## src/hw/rtl/hevc_nal_unit_segmenter_defines.svh

```systemverilog
// Assertion helpers for the NAL unit segmenter.
// Both sample on aclk and stay quiet while aresetn is low.
`ifndef HEVC_NAL_UNIT_SEGMENTER_DEFINES_SVH
`define HEVC_NAL_UNIT_SEGMENTER_DEFINES_SVH

// Implication checked in the same cycle.
`define HNUS_ASSERT_IMPL(label, ante, cons, msg) \
    label: assert property (@(posedge aclk) disable iff (!aresetn) (ante) |-> (cons)) \
        else $error(msg);

// Invariant that holds on every clock edge.
`define HNUS_ASSERT_ALWAYS(label, cond, msg) \
    label: assert property (@(posedge aclk) disable iff (!aresetn) (cond)) \
        else $error(msg);

`endif

```

## src/hw/rtl/hnus_pkg.sv

```systemverilog
`timescale 1ns / 1ps
`default_nettype none

package hnus_pkg;

    localparam int ADDR_BITS_DEFAULT  = 32;
    localparam int COUNT_BITS_DEFAULT = 16;

    // Fixed widths of the result fields
    localparam int ADDR_FIELD_W  = 32;
    localparam int COUNT_FIELD_W = 16;

    // Three bytes before the current one; 00 00 01 there means the current
    // byte is the first header byte.
    localparam int              WINDOW_W     = 24;
    localparam logic [23:0]     START_PREFIX = 24'h000001;
    localparam logic [7:0]      HDR1_ERR_MASK = 8'h81;
    localparam logic [7:0]      HDR2_ERR_MASK = 8'hf8;
    localparam logic [5:0]      TYPE_VPS       = 6'd32;
    localparam logic [5:0]      TYPE_SLICE_MAX = 6'd9;
    localparam int              VPS_BACKOFF   = 4;
    localparam int              SLICE_BACKOFF = 3;

    // Record kinds
    localparam logic [1:0] KIND_UNIT  = 2'd0;
    localparam logic [1:0] KIND_ERROR = 2'd1;
    localparam logic [1:0] KIND_EMPTY = 2'd2;

    localparam logic FRAME_INTRA     = 1'b0;
    localparam logic FRAME_PREDICTED = 1'b1;

    // Record queue; depth must be a power of two, at least 2
    localparam int QUEUE_DEPTH = 4;
    localparam int QUEUE_PTR_W = $clog2(QUEUE_DEPTH);
    localparam int QUEUE_CNT_W = $clog2(QUEUE_DEPTH + 1);

    typedef struct packed {
        logic [7:0] data_byte;
        logic       end_of_stream;
    } in_item_t;

    typedef struct packed {
        logic [1:0]                 record_kind;
        logic [1:0]                 region;
        logic [COUNT_FIELD_W-1:0]   unit_index;
        logic [ADDR_FIELD_W-1:0]    start_address;
        logic [ADDR_FIELD_W-1:0]    unit_size;
        logic                       frame_kind;
        logic [COUNT_FIELD_W-1:0]   vps_total;
        logic [COUNT_FIELD_W-1:0]   slice_total;
        logic                       last_of_run;
        logic                       stream_done;
    } out_item_t;

    // Up to two records pushed per accepted byte, in order
    typedef struct packed {
        logic [1:0] count;
        out_item_t  first;
        out_item_t  second;
    } q_wr_t;

    typedef struct packed {
        logic [QUEUE_CNT_W-1:0] count;
        logic                   empty;
        logic                   room;   // space for two records
    } q_stat_t;

endpackage

`default_nettype wire

```

## src/hw/rtl/hnus_front.sv

```systemverilog
`timescale 1ns / 1ps
`default_nettype none

module hnus_front import hnus_pkg::*; #(
    parameter int ADDR_BITS  = ADDR_BITS_DEFAULT,
    parameter int COUNT_BITS = COUNT_BITS_DEFAULT
) (
    input  wire logic     aclk,
    input  wire logic     aresetn,
    input  wire logic     s_valid,
    output logic          s_ready,
    input  wire in_item_t s_data,
    input  wire q_stat_t  q_stat,
    output q_wr_t         q_wr
);

    logic [WINDOW_W-1:0]   win_reg,        win_next;
    logic [ADDR_BITS-1:0]  pos_reg,        pos_next;
    logic                  pend_reg,       pend_next;
    logic [7:0]            hdr_byte_reg,   hdr_byte_next;
    logic [ADDR_BITS-1:0]  hdr_pos_reg,    hdr_pos_next;
    logic [ADDR_BITS-1:0]  open_addr_reg,  open_addr_next;
    logic                  open_kind_reg,  open_kind_next;
    logic                  open_valid_reg, open_valid_next;
    logic [COUNT_BITS-1:0] unit_cnt_reg,   unit_cnt_next;
    logic [COUNT_BITS-1:0] vps_cnt_reg,    vps_cnt_next;
    logic [COUNT_BITS-1:0] slice_cnt_reg,  slice_cnt_next;
    logic                  aborted_reg,    aborted_next;

    logic                  accept;
    logic [7:0]            byte_in;
    logic                  eos;
    logic                  match;
    logic                  chk_en;
    logic [7:0]            chk_hb;
    logic [7:0]            chk_b2;
    logic [ADDR_BITS-1:0]  chk_pos;
    logic                  hdr_err;
    logic [5:0]            nal_type;
    logic                  is_vps;
    logic                  is_slice;
    logic                  opens;
    logic [ADDR_BITS-1:0]  vps_addr;
    logic [ADDR_BITS-1:0]  slice_addr;
    logic [ADDR_BITS-1:0]  new_addr;
    logic [ADDR_BITS-1:0]  fin_addr;
    logic                  fin_kind;
    logic                  fin_valid;
    logic [COUNT_BITS-1:0] fin_idx;
    logic [COUNT_BITS-1:0] vps_after;
    logic [COUNT_BITS-1:0] slice_after;
    logic                  rec_a_valid;
    logic                  rec_b_valid;
    out_item_t             rec_a;
    out_item_t             rec_b;

    assign accept  = s_valid & s_ready;
    assign s_ready = q_stat.room;
    assign byte_in = s_data.data_byte;
    assign eos     = s_data.end_of_stream;

    // Header check: either the pending header meets its second byte, or a
    // header byte lands on the last byte and its second byte reads as zero.
    // The two cannot coincide.
    always_comb begin
        match    = (win_reg == START_PREFIX);
        chk_en   = pend_reg | (match & eos);
        chk_hb   = pend_reg ? hdr_byte_reg : byte_in;
        chk_b2   = pend_reg ? byte_in : 8'h00;
        chk_pos  = pend_reg ? hdr_pos_reg : pos_reg;
        hdr_err  = chk_en & ((|(chk_hb & HDR1_ERR_MASK)) | (|(chk_b2 & HDR2_ERR_MASK)));
        nal_type = chk_hb[6:1];
        is_vps   = chk_en & ~hdr_err & (nal_type == TYPE_VPS);
        is_slice = chk_en & ~hdr_err & (nal_type <= TYPE_SLICE_MAX);
        opens    = is_vps | is_slice;

        vps_addr   = (chk_pos >= ADDR_BITS'(VPS_BACKOFF))
                   ? chk_pos - ADDR_BITS'(VPS_BACKOFF) : '0;
        slice_addr = (chk_pos >= ADDR_BITS'(SLICE_BACKOFF))
                   ? chk_pos - ADDR_BITS'(SLICE_BACKOFF) : '0;
        new_addr   = is_vps ? vps_addr : slice_addr;

        vps_after   = vps_cnt_reg + COUNT_BITS'(is_vps);
        slice_after = slice_cnt_reg + COUNT_BITS'(is_slice);

        fin_valid = opens | open_valid_reg;
        fin_addr  = opens ? new_addr : open_addr_reg;
        fin_kind  = opens ? is_slice : open_kind_reg;
        fin_idx   = opens ? unit_cnt_reg : unit_cnt_reg - COUNT_BITS'(1);
    end

    // First record: header error, or the unit closed by the new one
    always_comb begin
        rec_a_valid = hdr_err | (opens & open_valid_reg);
        rec_a       = '0;
        if (hdr_err) begin
            rec_a.record_kind = KIND_ERROR;
            rec_a.vps_total   = COUNT_FIELD_W'(vps_cnt_reg);
            rec_a.slice_total = COUNT_FIELD_W'(slice_cnt_reg);
            rec_a.stream_done = 1'b1;
        end else begin
            rec_a.record_kind   = KIND_UNIT;
            rec_a.unit_index    = COUNT_FIELD_W'(unit_cnt_reg - COUNT_BITS'(1));
            rec_a.start_address = ADDR_FIELD_W'(open_addr_reg);
            rec_a.unit_size     = ADDR_FIELD_W'(new_addr - open_addr_reg);
            rec_a.frame_kind    = open_kind_reg;
        end

        // Second record: end of stream closes the last unit, or reports an empty stream
        rec_b_valid       = eos & ~hdr_err;
        rec_b             = '0;
        rec_b.stream_done = 1'b1;
        rec_b.last_of_run = 1'b1;
        rec_b.vps_total   = COUNT_FIELD_W'(vps_after);
        rec_b.slice_total = COUNT_FIELD_W'(slice_after);
        if (fin_valid) begin
            rec_b.record_kind   = KIND_UNIT;
            rec_b.unit_index    = COUNT_FIELD_W'(fin_idx);
            rec_b.start_address = ADDR_FIELD_W'(fin_addr);
            rec_b.unit_size     = ADDR_FIELD_W'(pos_reg + ADDR_BITS'(1) - fin_addr);
            rec_b.frame_kind    = fin_kind;
        end else begin
            rec_b.record_kind = KIND_EMPTY;
        end
        rec_a.last_of_run = ~rec_b_valid;
    end

    always_comb begin
        q_wr = '0;
        if (accept && !aborted_reg) begin
            q_wr.count  = 2'(rec_a_valid) + 2'(rec_b_valid);
            q_wr.first  = rec_a_valid ? rec_a : rec_b;
            q_wr.second = rec_b;
        end
    end

    always_comb begin
        win_next        = win_reg;
        pos_next        = pos_reg;
        pend_next       = pend_reg;
        hdr_byte_next   = hdr_byte_reg;
        hdr_pos_next    = hdr_pos_reg;
        open_addr_next  = open_addr_reg;
        open_kind_next  = open_kind_reg;
        open_valid_next = open_valid_reg;
        unit_cnt_next   = unit_cnt_reg;
        vps_cnt_next    = vps_cnt_reg;
        slice_cnt_next  = slice_cnt_reg;
        aborted_next    = aborted_reg;
        if (accept) begin
            if (eos) begin
                // stream ends: back to the reset state
                win_next        = '1;
                pos_next        = '0;
                pend_next       = 1'b0;
                hdr_byte_next   = '0;
                hdr_pos_next    = '0;
                open_addr_next  = '0;
                open_kind_next  = 1'b0;
                open_valid_next = 1'b0;
                unit_cnt_next   = '0;
                vps_cnt_next    = '0;
                slice_cnt_next  = '0;
                aborted_next    = 1'b0;
            end else if (!aborted_reg) begin
                win_next  = {win_reg[WINDOW_W-9:0], byte_in};
                pos_next  = pos_reg + ADDR_BITS'(1);
                pend_next = match;
                if (match) begin
                    hdr_byte_next = byte_in;
                    hdr_pos_next  = pos_reg;
                end
                if (opens) begin
                    open_addr_next  = new_addr;
                    open_kind_next  = is_slice;
                    open_valid_next = 1'b1;
                    unit_cnt_next   = unit_cnt_reg + COUNT_BITS'(1);
                end
                vps_cnt_next   = vps_after;
                slice_cnt_next = slice_after;
                aborted_next   = hdr_err;
            end
        end
    end

    always_ff @(posedge aclk) begin
        if (!aresetn) begin
            win_reg        <= '1;
            pos_reg        <= '0;
            pend_reg       <= 1'b0;
            hdr_byte_reg   <= '0;
            hdr_pos_reg    <= '0;
            open_addr_reg  <= '0;
            open_kind_reg  <= 1'b0;
            open_valid_reg <= 1'b0;
            unit_cnt_reg   <= '0;
            vps_cnt_reg    <= '0;
            slice_cnt_reg  <= '0;
            aborted_reg    <= 1'b0;
        end else begin
            win_reg        <= win_next;
            pos_reg        <= pos_next;
            pend_reg       <= pend_next;
            hdr_byte_reg   <= hdr_byte_next;
            hdr_pos_reg    <= hdr_pos_next;
            open_addr_reg  <= open_addr_next;
            open_kind_reg  <= open_kind_next;
            open_valid_reg <= open_valid_next;
            unit_cnt_reg   <= unit_cnt_next;
            vps_cnt_reg    <= vps_cnt_next;
            slice_cnt_reg  <= slice_cnt_next;
            aborted_reg    <= aborted_next;
        end
    end

endmodule

`default_nettype wire

```

## src/hw/rtl/hnus_queue.sv

```systemverilog
`timescale 1ns / 1ps
`default_nettype none

module hnus_queue import hnus_pkg::*; (
    input  wire logic  aclk,
    input  wire logic  aresetn,
    input  wire q_wr_t q_wr,
    input  wire logic  pop,
    output out_item_t  head,
    output q_stat_t    q_stat
);

    out_item_t               entry_reg [QUEUE_DEPTH];
    logic [QUEUE_PTR_W-1:0]  wr_ptr_reg, wr_ptr_next;
    logic [QUEUE_PTR_W-1:0]  rd_ptr_reg, rd_ptr_next;
    logic [QUEUE_CNT_W-1:0]  count_reg,  count_next;

    // pointers wrap naturally since the depth is a power of two
    always_comb begin
        wr_ptr_next = wr_ptr_reg + QUEUE_PTR_W'(q_wr.count);
        rd_ptr_next = rd_ptr_reg + QUEUE_PTR_W'(pop);
        count_next  = count_reg + QUEUE_CNT_W'(q_wr.count) - QUEUE_CNT_W'(pop);
    end

    assign head         = entry_reg[rd_ptr_reg];
    assign q_stat.count = count_reg;
    assign q_stat.empty = (count_reg == '0);
    assign q_stat.room  = (count_reg <= QUEUE_CNT_W'(QUEUE_DEPTH - 2));

    always_ff @(posedge aclk) begin
        if (q_wr.count != 2'd0) begin
            entry_reg[wr_ptr_reg] <= q_wr.first;
        end
        if (q_wr.count == 2'd2) begin
            entry_reg[wr_ptr_reg + QUEUE_PTR_W'(1)] <= q_wr.second;
        end
    end

    always_ff @(posedge aclk) begin
        if (!aresetn) begin
            wr_ptr_reg <= '0;
            rd_ptr_reg <= '0;
            count_reg  <= '0;
        end else begin
            wr_ptr_reg <= wr_ptr_next;
            rd_ptr_reg <= rd_ptr_next;
            count_reg  <= count_next;
        end
    end

endmodule

`default_nettype wire

```

## src/hw/rtl/hnus_back.sv

```systemverilog
`timescale 1ns / 1ps
`default_nettype none

module hnus_back import hnus_pkg::*; (
    input  wire logic       aclk,
    input  wire logic       aresetn,
    input  wire logic       cfg_valid,
    output logic            cfg_ready,
    input  wire logic [1:0] cfg_data,
    input  wire out_item_t  head,
    input  wire q_stat_t    q_stat,
    output logic            pop,
    output logic            m_valid,
    input  wire logic       m_ready,
    output out_item_t       m_data
);

    logic [1:0] region_reg, region_next;
    logic       m_valid_reg, m_valid_next;
    out_item_t  m_data_reg, m_data_next;

    assign cfg_ready = 1'b1;

    // refill the output register whenever it is empty or being drained
    always_comb begin
        pop          = ~q_stat.empty & (~m_valid_reg | m_ready);
        region_next  = (cfg_valid & cfg_ready) ? cfg_data : region_reg;
        m_valid_next = pop | (m_valid_reg & ~m_ready);
        m_data_next  = head;
        m_data_next.region = region_reg;
    end

    always_ff @(posedge aclk) begin
        if (!aresetn) begin
            region_reg  <= '0;
            m_valid_reg <= 1'b0;
        end else begin
            region_reg  <= region_next;
            m_valid_reg <= m_valid_next;
        end
    end

    always_ff @(posedge aclk) begin
        if (pop) begin
            m_data_reg <= m_data_next;
        end
    end

    assign m_valid = m_valid_reg;
    assign m_data  = m_data_reg;

endmodule

`default_nettype wire

```

## src/hw/rtl/hevc_nal_unit_segmenter.sv

```systemverilog
// HEVC Annex-B NAL unit segmenter.
// s_ channel: one stream byte per transaction (data_byte, end_of_stream on the
// last byte). m_ channel: unit records, a header-error record or an empty-
// stream record; one byte yields zero, one or two records, last_of_run marks
// the final one and stream_done the final record of a stream.
// cfg channel: 2-bit region tag, copied into every record; write it only
// while the block is idle. cfg_ready is always high.
// Throughput: one byte per cycle. The front scanner classifies each byte
// combinationally and pushes its records into a 4-entry queue; it takes a
// byte whenever the queue has room for two records. The back stage drains
// one record per cycle into the output register while m_ready allows; the
// queue absorbs the second record of a two-record byte. Records pass from
// the queue into the output register, which drives m_valid and m_data.
// When m_ready is low the output register holds, the queue fills, and
// s_ready drops once fewer than two entries are free.
// Reset (aresetn low, synchronous) empties the queue and output register,
// clears the region tag and returns the scanner to the start of a stream.
`timescale 1ns / 1ps
`default_nettype none

`include "hevc_nal_unit_segmenter_defines.svh"

module hevc_nal_unit_segmenter import hnus_pkg::*; #(
    parameter int ADDR_BITS  = ADDR_BITS_DEFAULT,
    parameter int COUNT_BITS = COUNT_BITS_DEFAULT
) (
    input  wire logic       aclk,
    input  wire logic       aresetn,
    input  wire logic       s_valid,
    output logic            s_ready,
    input  wire in_item_t   s_data,
    output logic            m_valid,
    input  wire logic       m_ready,
    output out_item_t       m_data,
    input  wire logic       cfg_valid,
    output logic            cfg_ready,
    input  wire logic [1:0] cfg_data
);

    q_wr_t     q_wr;
    q_stat_t   q_stat;
    out_item_t q_head;
    logic      q_pop;

    hnus_front #(
        .ADDR_BITS  (ADDR_BITS),
        .COUNT_BITS (COUNT_BITS)
    ) u_front (
        .aclk    (aclk),
        .aresetn (aresetn),
        .s_valid (s_valid),
        .s_ready (s_ready),
        .s_data  (s_data),
        .q_stat  (q_stat),
        .q_wr    (q_wr)
    );

    hnus_queue u_queue (
        .aclk    (aclk),
        .aresetn (aresetn),
        .q_wr    (q_wr),
        .pop     (q_pop),
        .head    (q_head),
        .q_stat  (q_stat)
    );

    hnus_back u_back (
        .aclk      (aclk),
        .aresetn   (aresetn),
        .cfg_valid (cfg_valid),
        .cfg_ready (cfg_ready),
        .cfg_data  (cfg_data),
        .head      (q_head),
        .q_stat    (q_stat),
        .pop       (q_pop),
        .m_valid   (m_valid),
        .m_ready   (m_ready),
        .m_data    (m_data)
    );

    `HNUS_ASSERT_ALWAYS(a_queue_bound, q_stat.count <= QUEUE_CNT_W'(QUEUE_DEPTH), "record queue overflow")
    `HNUS_ASSERT_IMPL(a_push_on_accept, q_wr.count != 2'd0, s_valid && s_ready, "records pushed without an input transaction")
    `HNUS_ASSERT_IMPL(a_done_is_last, m_valid && m_data.stream_done, m_data.last_of_run, "stream_done record not last of run")
    `HNUS_ASSERT_IMPL(a_error_ends_stream, m_valid && m_data.record_kind == KIND_ERROR, m_data.stream_done && m_data.unit_size == '0, "malformed error record")

endmodule

`default_nettype wire
```

## config.mk

```make
export PLATFORM = sky130hd
export DESIGN_NAME = hevc_nal_unit_segmenter
export DESIGN_NICKNAME = d
export VERILOG_FILES = /design/src/hw/rtl/hnus_pkg.sv /design/src/hw/rtl/hnus_front.sv /design/src/hw/rtl/hnus_queue.sv /design/src/hw/rtl/hnus_back.sv /design/src/hw/rtl/hevc_nal_unit_segmenter.sv
export VERILOG_INCLUDE_DIRS = /design/src /design/src/hw/rtl
export SDC_FILE = /design/constraint.sdc
export NUM_CORES = 2
export LEC_CHECK = 0
export BUFFER_PORTS_ARGS = -buffer_cell sky130_fd_sc_hd__buf_2
export CAP_MARGIN = 20
export CORE_MARGIN = 2
export CORE_UTILIZATION = 55
export CTS_CLUSTER_DIAMETER = 200
export DETAILED_ROUTE_END_ITERATION = 12
export MAX_ROUTING_LAYER = met4
export PLACE_DENSITY = 0.72
export SLEW_MARGIN = 10
export SYNTH_ARGS = -nofsm -noshare
export SYNTH_HDL_FRONTEND = slang
export SYNTH_SLANG_ARGS = --single-unit
```

## constraint.sdc

```tcl
create_clock -name aclk -period 16 [get_ports aclk]
set_input_delay 0 -clock aclk [delete_from_list [all_inputs] [get_ports aclk]]
set_output_delay 0 -clock aclk [all_outputs]
set_load 0.02 [all_outputs]
```

==> load_flow_metrics.sql <==
INSERT INTO impl_metrics (metric_group, metric, value, unit) VALUES
('hold_path', 'holdPathEnd', 'u_front.vps_cnt_reg[7]$_SDFFE_PN0P_', ''),
('clocking', 'worstSkewPairLatency', '0.67', 'ns'),
('timing', 'slew_viol_final', '0', ''),
('hold_path', 'hold_depth', '4', ''),
('logic_synthesis', 'synth_enable_flop_cells', '583', ''),
('timing', 'max_slew.worst_pin.slew', '1.10', 'ns'),
('worst_setup_path', 'worst_path_cell_trace', 'nor4b_1 > nand4_1 > o21bai_1 > nand3_1 > buf_4 > nor2_2 > buf_4 > nor2_1 > buf_4 > inv_1 > ha_1 > nand2_1 > nor2_1 > nand2_4 > nand2_4 > buf_4 > buf_4', ''),
('worst_setup_path', 'timing.critical_path.max_delay_family', 'simple AND/OR/NAND/NOR gates', ''),
('detailed_routing', 'detail_route.wirelength', '134000', 'um'),
('cells_and_area', 'final_layout_size_suffix_gt1_share', '13.6', '%'),
('global_routing', 'grt_remaining_overflow', '0', ''),
('detailed_routing', 'routedWlPerCell', '27.4', 'um'),
('clocking', 'cts.htree.levels', '3', ''),
('clocking', 'numClockSinks', '777', ''),
('timing', 'finalSetupTns', '0', 'ns'),
('timing', 'final.period_utilization', '50.3', '%'),
('status', 'status', 'finished, violations left', ''),
('cells_and_area', 'synthToLayoutAreaGrowth', '10.6', '%'),
('worst_setup_path', 'reg2reg_slack', '7.95', 'ns'),
('placement', 'dpl.hpwl', '87800', 'um'),
('worst_setup_path', 'crit_end_element', 'flip-flop', ''),
('floorplanning', 'num_rows', '100', ''),
('timing', 'timing.hold.ws', '0.0490', 'ns'),
('flow_run', 'max_cap_viol_count', '0', ''),
('cells_and_area', 'design.final.nets', '3933', ''),
('timing', 'setup_viol', '0', ''),
('timing', 'maxSlewHeadroom', '26.2', '%'),
('hold_path', 'min_path_type', 'input port to flip-flop', ''),
('clocking', 'clkTransAtPathRegs', '0.06', 'ns'),
('detailed_routing', 'viasPerCell', '6.86', ''),
('cells_and_area', 'fin_util', '61.4', '%'),
('logic_synthesis', 'synthesis.area', '41300', 'um2'),
('pwr', 'cellPowerDensity', '126', 'nW/um2'),
('status', 'violations_in_the_final_reports', 'antenna rules', ''),
('cells_and_area', 'layout.cells.non_filler', '4879', ''),
('worst_setup_path', 'cpPeakStageDelay', '0.88', 'ns'),
('logic_synthesis', 'synth.distinct_cells', '101', ''),
('global_routing', 'grt_max_degree', '70', ''),
('logic_synthesis', 'synth_fp_nets', '3918', ''),
('global_routing', 'gr-usage-met1', '48.4', '%'),
('worst_setup_path', 'cp.buffers_inverters', '6', ''),
('floorplanning', 'initial_utilization', '55.5', '%'),
('logic_synthesis', 'yosys_register_bits', '777', ''),
('detailed_routing', 'drcViolationCount', '0', ''),
('logic_synthesis', 'instance_count_of_the_mapped_netlist', '3819', ''),
('global_routing', 'antenna_found_initial', '2', ''),
('detailed_routing', 'dr.pass1.iters', '9', ''),
('timing', 'max_freq', '0.124', 'GHz'),
('detailed_routing', 'antenna_left', '1', ''),
('placement', 'place_congestion', '0.999', ''),
('worst_setup_path', 'worst-endpoint-arrival', '8.30', 'ns'),
('logic_synthesis', 'yosysSeqAreaShare', '51.7', '%'),
('worst_setup_path', 'crit_type', 'flip-flop to flip-flop', ''),
('clocking', 'max-clock-path-buffers', '3', ''),
('worst_setup_path', 'timing.rr.start', 'u_front.win_reg[23]$_SDFFE_PN1P_', ''),
('detailed_routing', 'detail_route.iter0.violations', '5031', ''),
('clocking', 'cts_tree', 'done', ''),
('placement', 'placed_cells', '4702', ''),
('pwr', 'p_leak', '0.0158', 'uW'),
('hold_path', 'hold_start', 's_data[0]', ''),
('logic_synthesis', 'postSynthAreaPerCell', '10.8', 'um2'),
('detailed_routing', 'detailroute.via_count', '33473', ''),
('worst_setup_path', 'timing.critical_path.from_type', 'flip-flop', ''),
('global_routing', 'gr-max-usage-layer', 'met2', ''),
('floorplanning', 'design.die.area', '77400', 'um2'),
('timing', 'timing.clock.skew', '0.0551', 'ns'),
('cells_and_area', 'num-fill-cells', '5871', ''),
('global_routing', 'grt_pass1_wl', '200000', 'um'),
('placement', 'numPortBuffers', '136', ''),
('timing', 'rsz0062_at_grt', 'false', ''),
('cells_and_area', 'largest_register_ff_count', '468', '');
[layer usage]
metal | part of all wire [%] | vias to the layer above
li1 | - | 14677
met1 | 40 | 16277
met2 | 43 | 2204
met5 | 0 | -
met3 | 12 | 315
met4 | 4.5 | 0
[Yosys cell counts, types with 17 or more instances]
cell | number | area, um2
sky130_fd_sc_hd__edfxtp_1 | 583 | 17500
sky130_fd_sc_hd__nand2_1 | 436 | 1640
sky130_fd_sc_hd__o22ai_1 | 377 | 2360
sky130_fd_sc_hd__clkbuf_1 | 245 | 920
sky130_fd_sc_hd__o21ai_0 | 205 | 1030
sky130_fd_sc_hd__dfxtp_1 | 194 | 3880
sky130_fd_sc_hd__a21oi_1 | 167 | 836
sky130_fd_sc_hd__nor2_1 | 158 | 593
sky130_fd_sc_hd__mux4_2 | 117 | 2640
sky130_fd_sc_hd__nor2b_1 | 112 | 701
sky130_fd_sc_hd__a22oi_1 | 97 | 728
sky130_fd_sc_hd__inv_1 | 93 | 349
sky130_fd_sc_hd__nand3_1 | 87 | 435
sky130_fd_sc_hd__ha_1 | 80 | 1000
sky130_fd_sc_hd__xnor2_1 | 79 | 692
sky130_fd_sc_hd__and2_1 | 70 | 438
sky130_fd_sc_hd__xor2_1 | 63 | 552
sky130_fd_sc_hd__nor3_1 | 61 | 305
sky130_fd_sc_hd__and3_1 | 48 | 300
sky130_fd_sc_hd__nand2b_1 | 40 | 250
sky130_fd_sc_hd__a22o_1 | 37 | 324
sky130_fd_sc_hd__mux2i_1 | 37 | 370
sky130_fd_sc_hd__buf_1 | 33 | 124
sky130_fd_sc_hd__a21o_1 | 32 | 240
sky130_fd_sc_hd__o32ai_1 | 30 | 263
sky130_fd_sc_hd__nand4_1 | 27 | 169
sky130_fd_sc_hd__a31oi_1 | 21 | 131
sky130_fd_sc_hd__nor4_1 | 17 | 106
[logic make-up after synthesis]
family	share of synthesized area (%)
other cells	0.00907
flops	51.7
buf+inv	3.59
fa+ha+maj	2.59
xor+xnor	3.05
simple gates	13.2
compound gates	18.1
mux	7.72
[through the flow]
| stage | cell area, um2 | total power (uW) | setup WS (ns) |
|---|---|---|---|
| after floorplan | 41300 | 3410 | 7.60 |
| after global placement | 42800 | 3820 | 8.29 |
| after detailed placement | 42800 | 3840 | 8.14 |
| after CTS | 45700 | 5780 | 8.10 |
| after global routing | 45700 | 5940 | 7.55 |
| final | 45700 | 5770 | 7.95 |
[worst reg2reg max path, delay by kind of cell, from the launching register on]
family / cells / cell delay [ns]
flops: 1 / 0.31
simple gates: 9 / 3.11
fa+ha+maj: 1 / 0.34
buf+inv: 6 / 2.94
compound gates: 1 / 0.88
[placed cells by master (no fill, tap or decap), types with 80 or more instances in the layout]
cell type                   instances
sky130_fd_sc_hd__edfxtp_1         583
sky130_fd_sc_hd__nand2_1          426
sky130_fd_sc_hd__o22ai_1          377
sky130_fd_sc_hd__o21ai_0          203
sky130_fd_sc_hd__dfxtp_1          190
sky130_fd_sc_hd__a21oi_1          165
sky130_fd_sc_hd__nor2_1           151
sky130_fd_sc_hd__buf_2            135
sky130_fd_sc_hd__mux4_2           117
sky130_fd_sc_hd__nor2b_1          112
sky130_fd_sc_hd__a22oi_1           97
sky130_fd_sc_hd__inv_1             93
sky130_fd_sc_hd__nand3_1           85
sky130_fd_sc_hd__clkbuf_16         85
sky130_fd_sc_hd__ha_1              80
[how the worst max path moves through the flow]
| stage | cells past startpoint | slack, ns | start | to |
|---|---|---|---|---|
| final | 17 | 7.95 | u_front.win_reg[23]$_SDFFE_PN1P_ | u_queue.entry_reg[1][84]$_DFFE_PP_ |
| after global routing | 17 | 7.55 | u_front.win_reg[23]$_SDFFE_PN1P_ | u_queue.entry_reg[1][77]$_DFFE_PP_ |
| after CTS | 17 | 8.10 | u_front.win_reg[23]$_SDFFE_PN1P_ | u_queue.entry_reg[1][84]$_DFFE_PP_ |
| after detailed placement | 17 | 8.14 | u_front.win_reg[23]$_SDFFE_PN1P_ | u_queue.entry_reg[1][84]$_DFFE_PP_ |
| after global placement | 17 | 8.29 | u_front.win_reg[23]$_SDFFE_PN1P_ | u_queue.entry_reg[1][72]$_DFFE_PP_ |
| after floorplan | 10 | 7.60 | u_queue.count_reg[2]$_SDFF_PN0_ | u_queue.count_reg[2]$_SDFF_PN0_ |
[power breakdown]
| part | switching, uW | total (uW) | internal [uW] |
|---|---|---|---|
| clock | 847 | 1970 | 1120 |
| sequential | 122 | 2590 | 2460 |
| combinational | 813 | 1220 | 405 |
| total | 1780 | 5770 | 3990 |
[area by class of cell]
type	instances	area (um2)	share of cell area, %
clock inverter	41	470	1.03
clock buffer	114	2280	4.98
timing repair buffer	218	1340	2.93
sequential	777	21400	46.8
inverter	94	353	0.772
tap	969	1210	2.65
antenna	6	15.0	0.0328
multi-input combinational	2660	18700	40.8
[timing repair]
action / CTS / global route
hold buffers: 15 / 0
hold endpoints to repair: 62 / 0
buffers inserted: 0 / 0
gates resized for setup: 0 / 0
No activity file was read; power rests on OpenSTA's default activity.
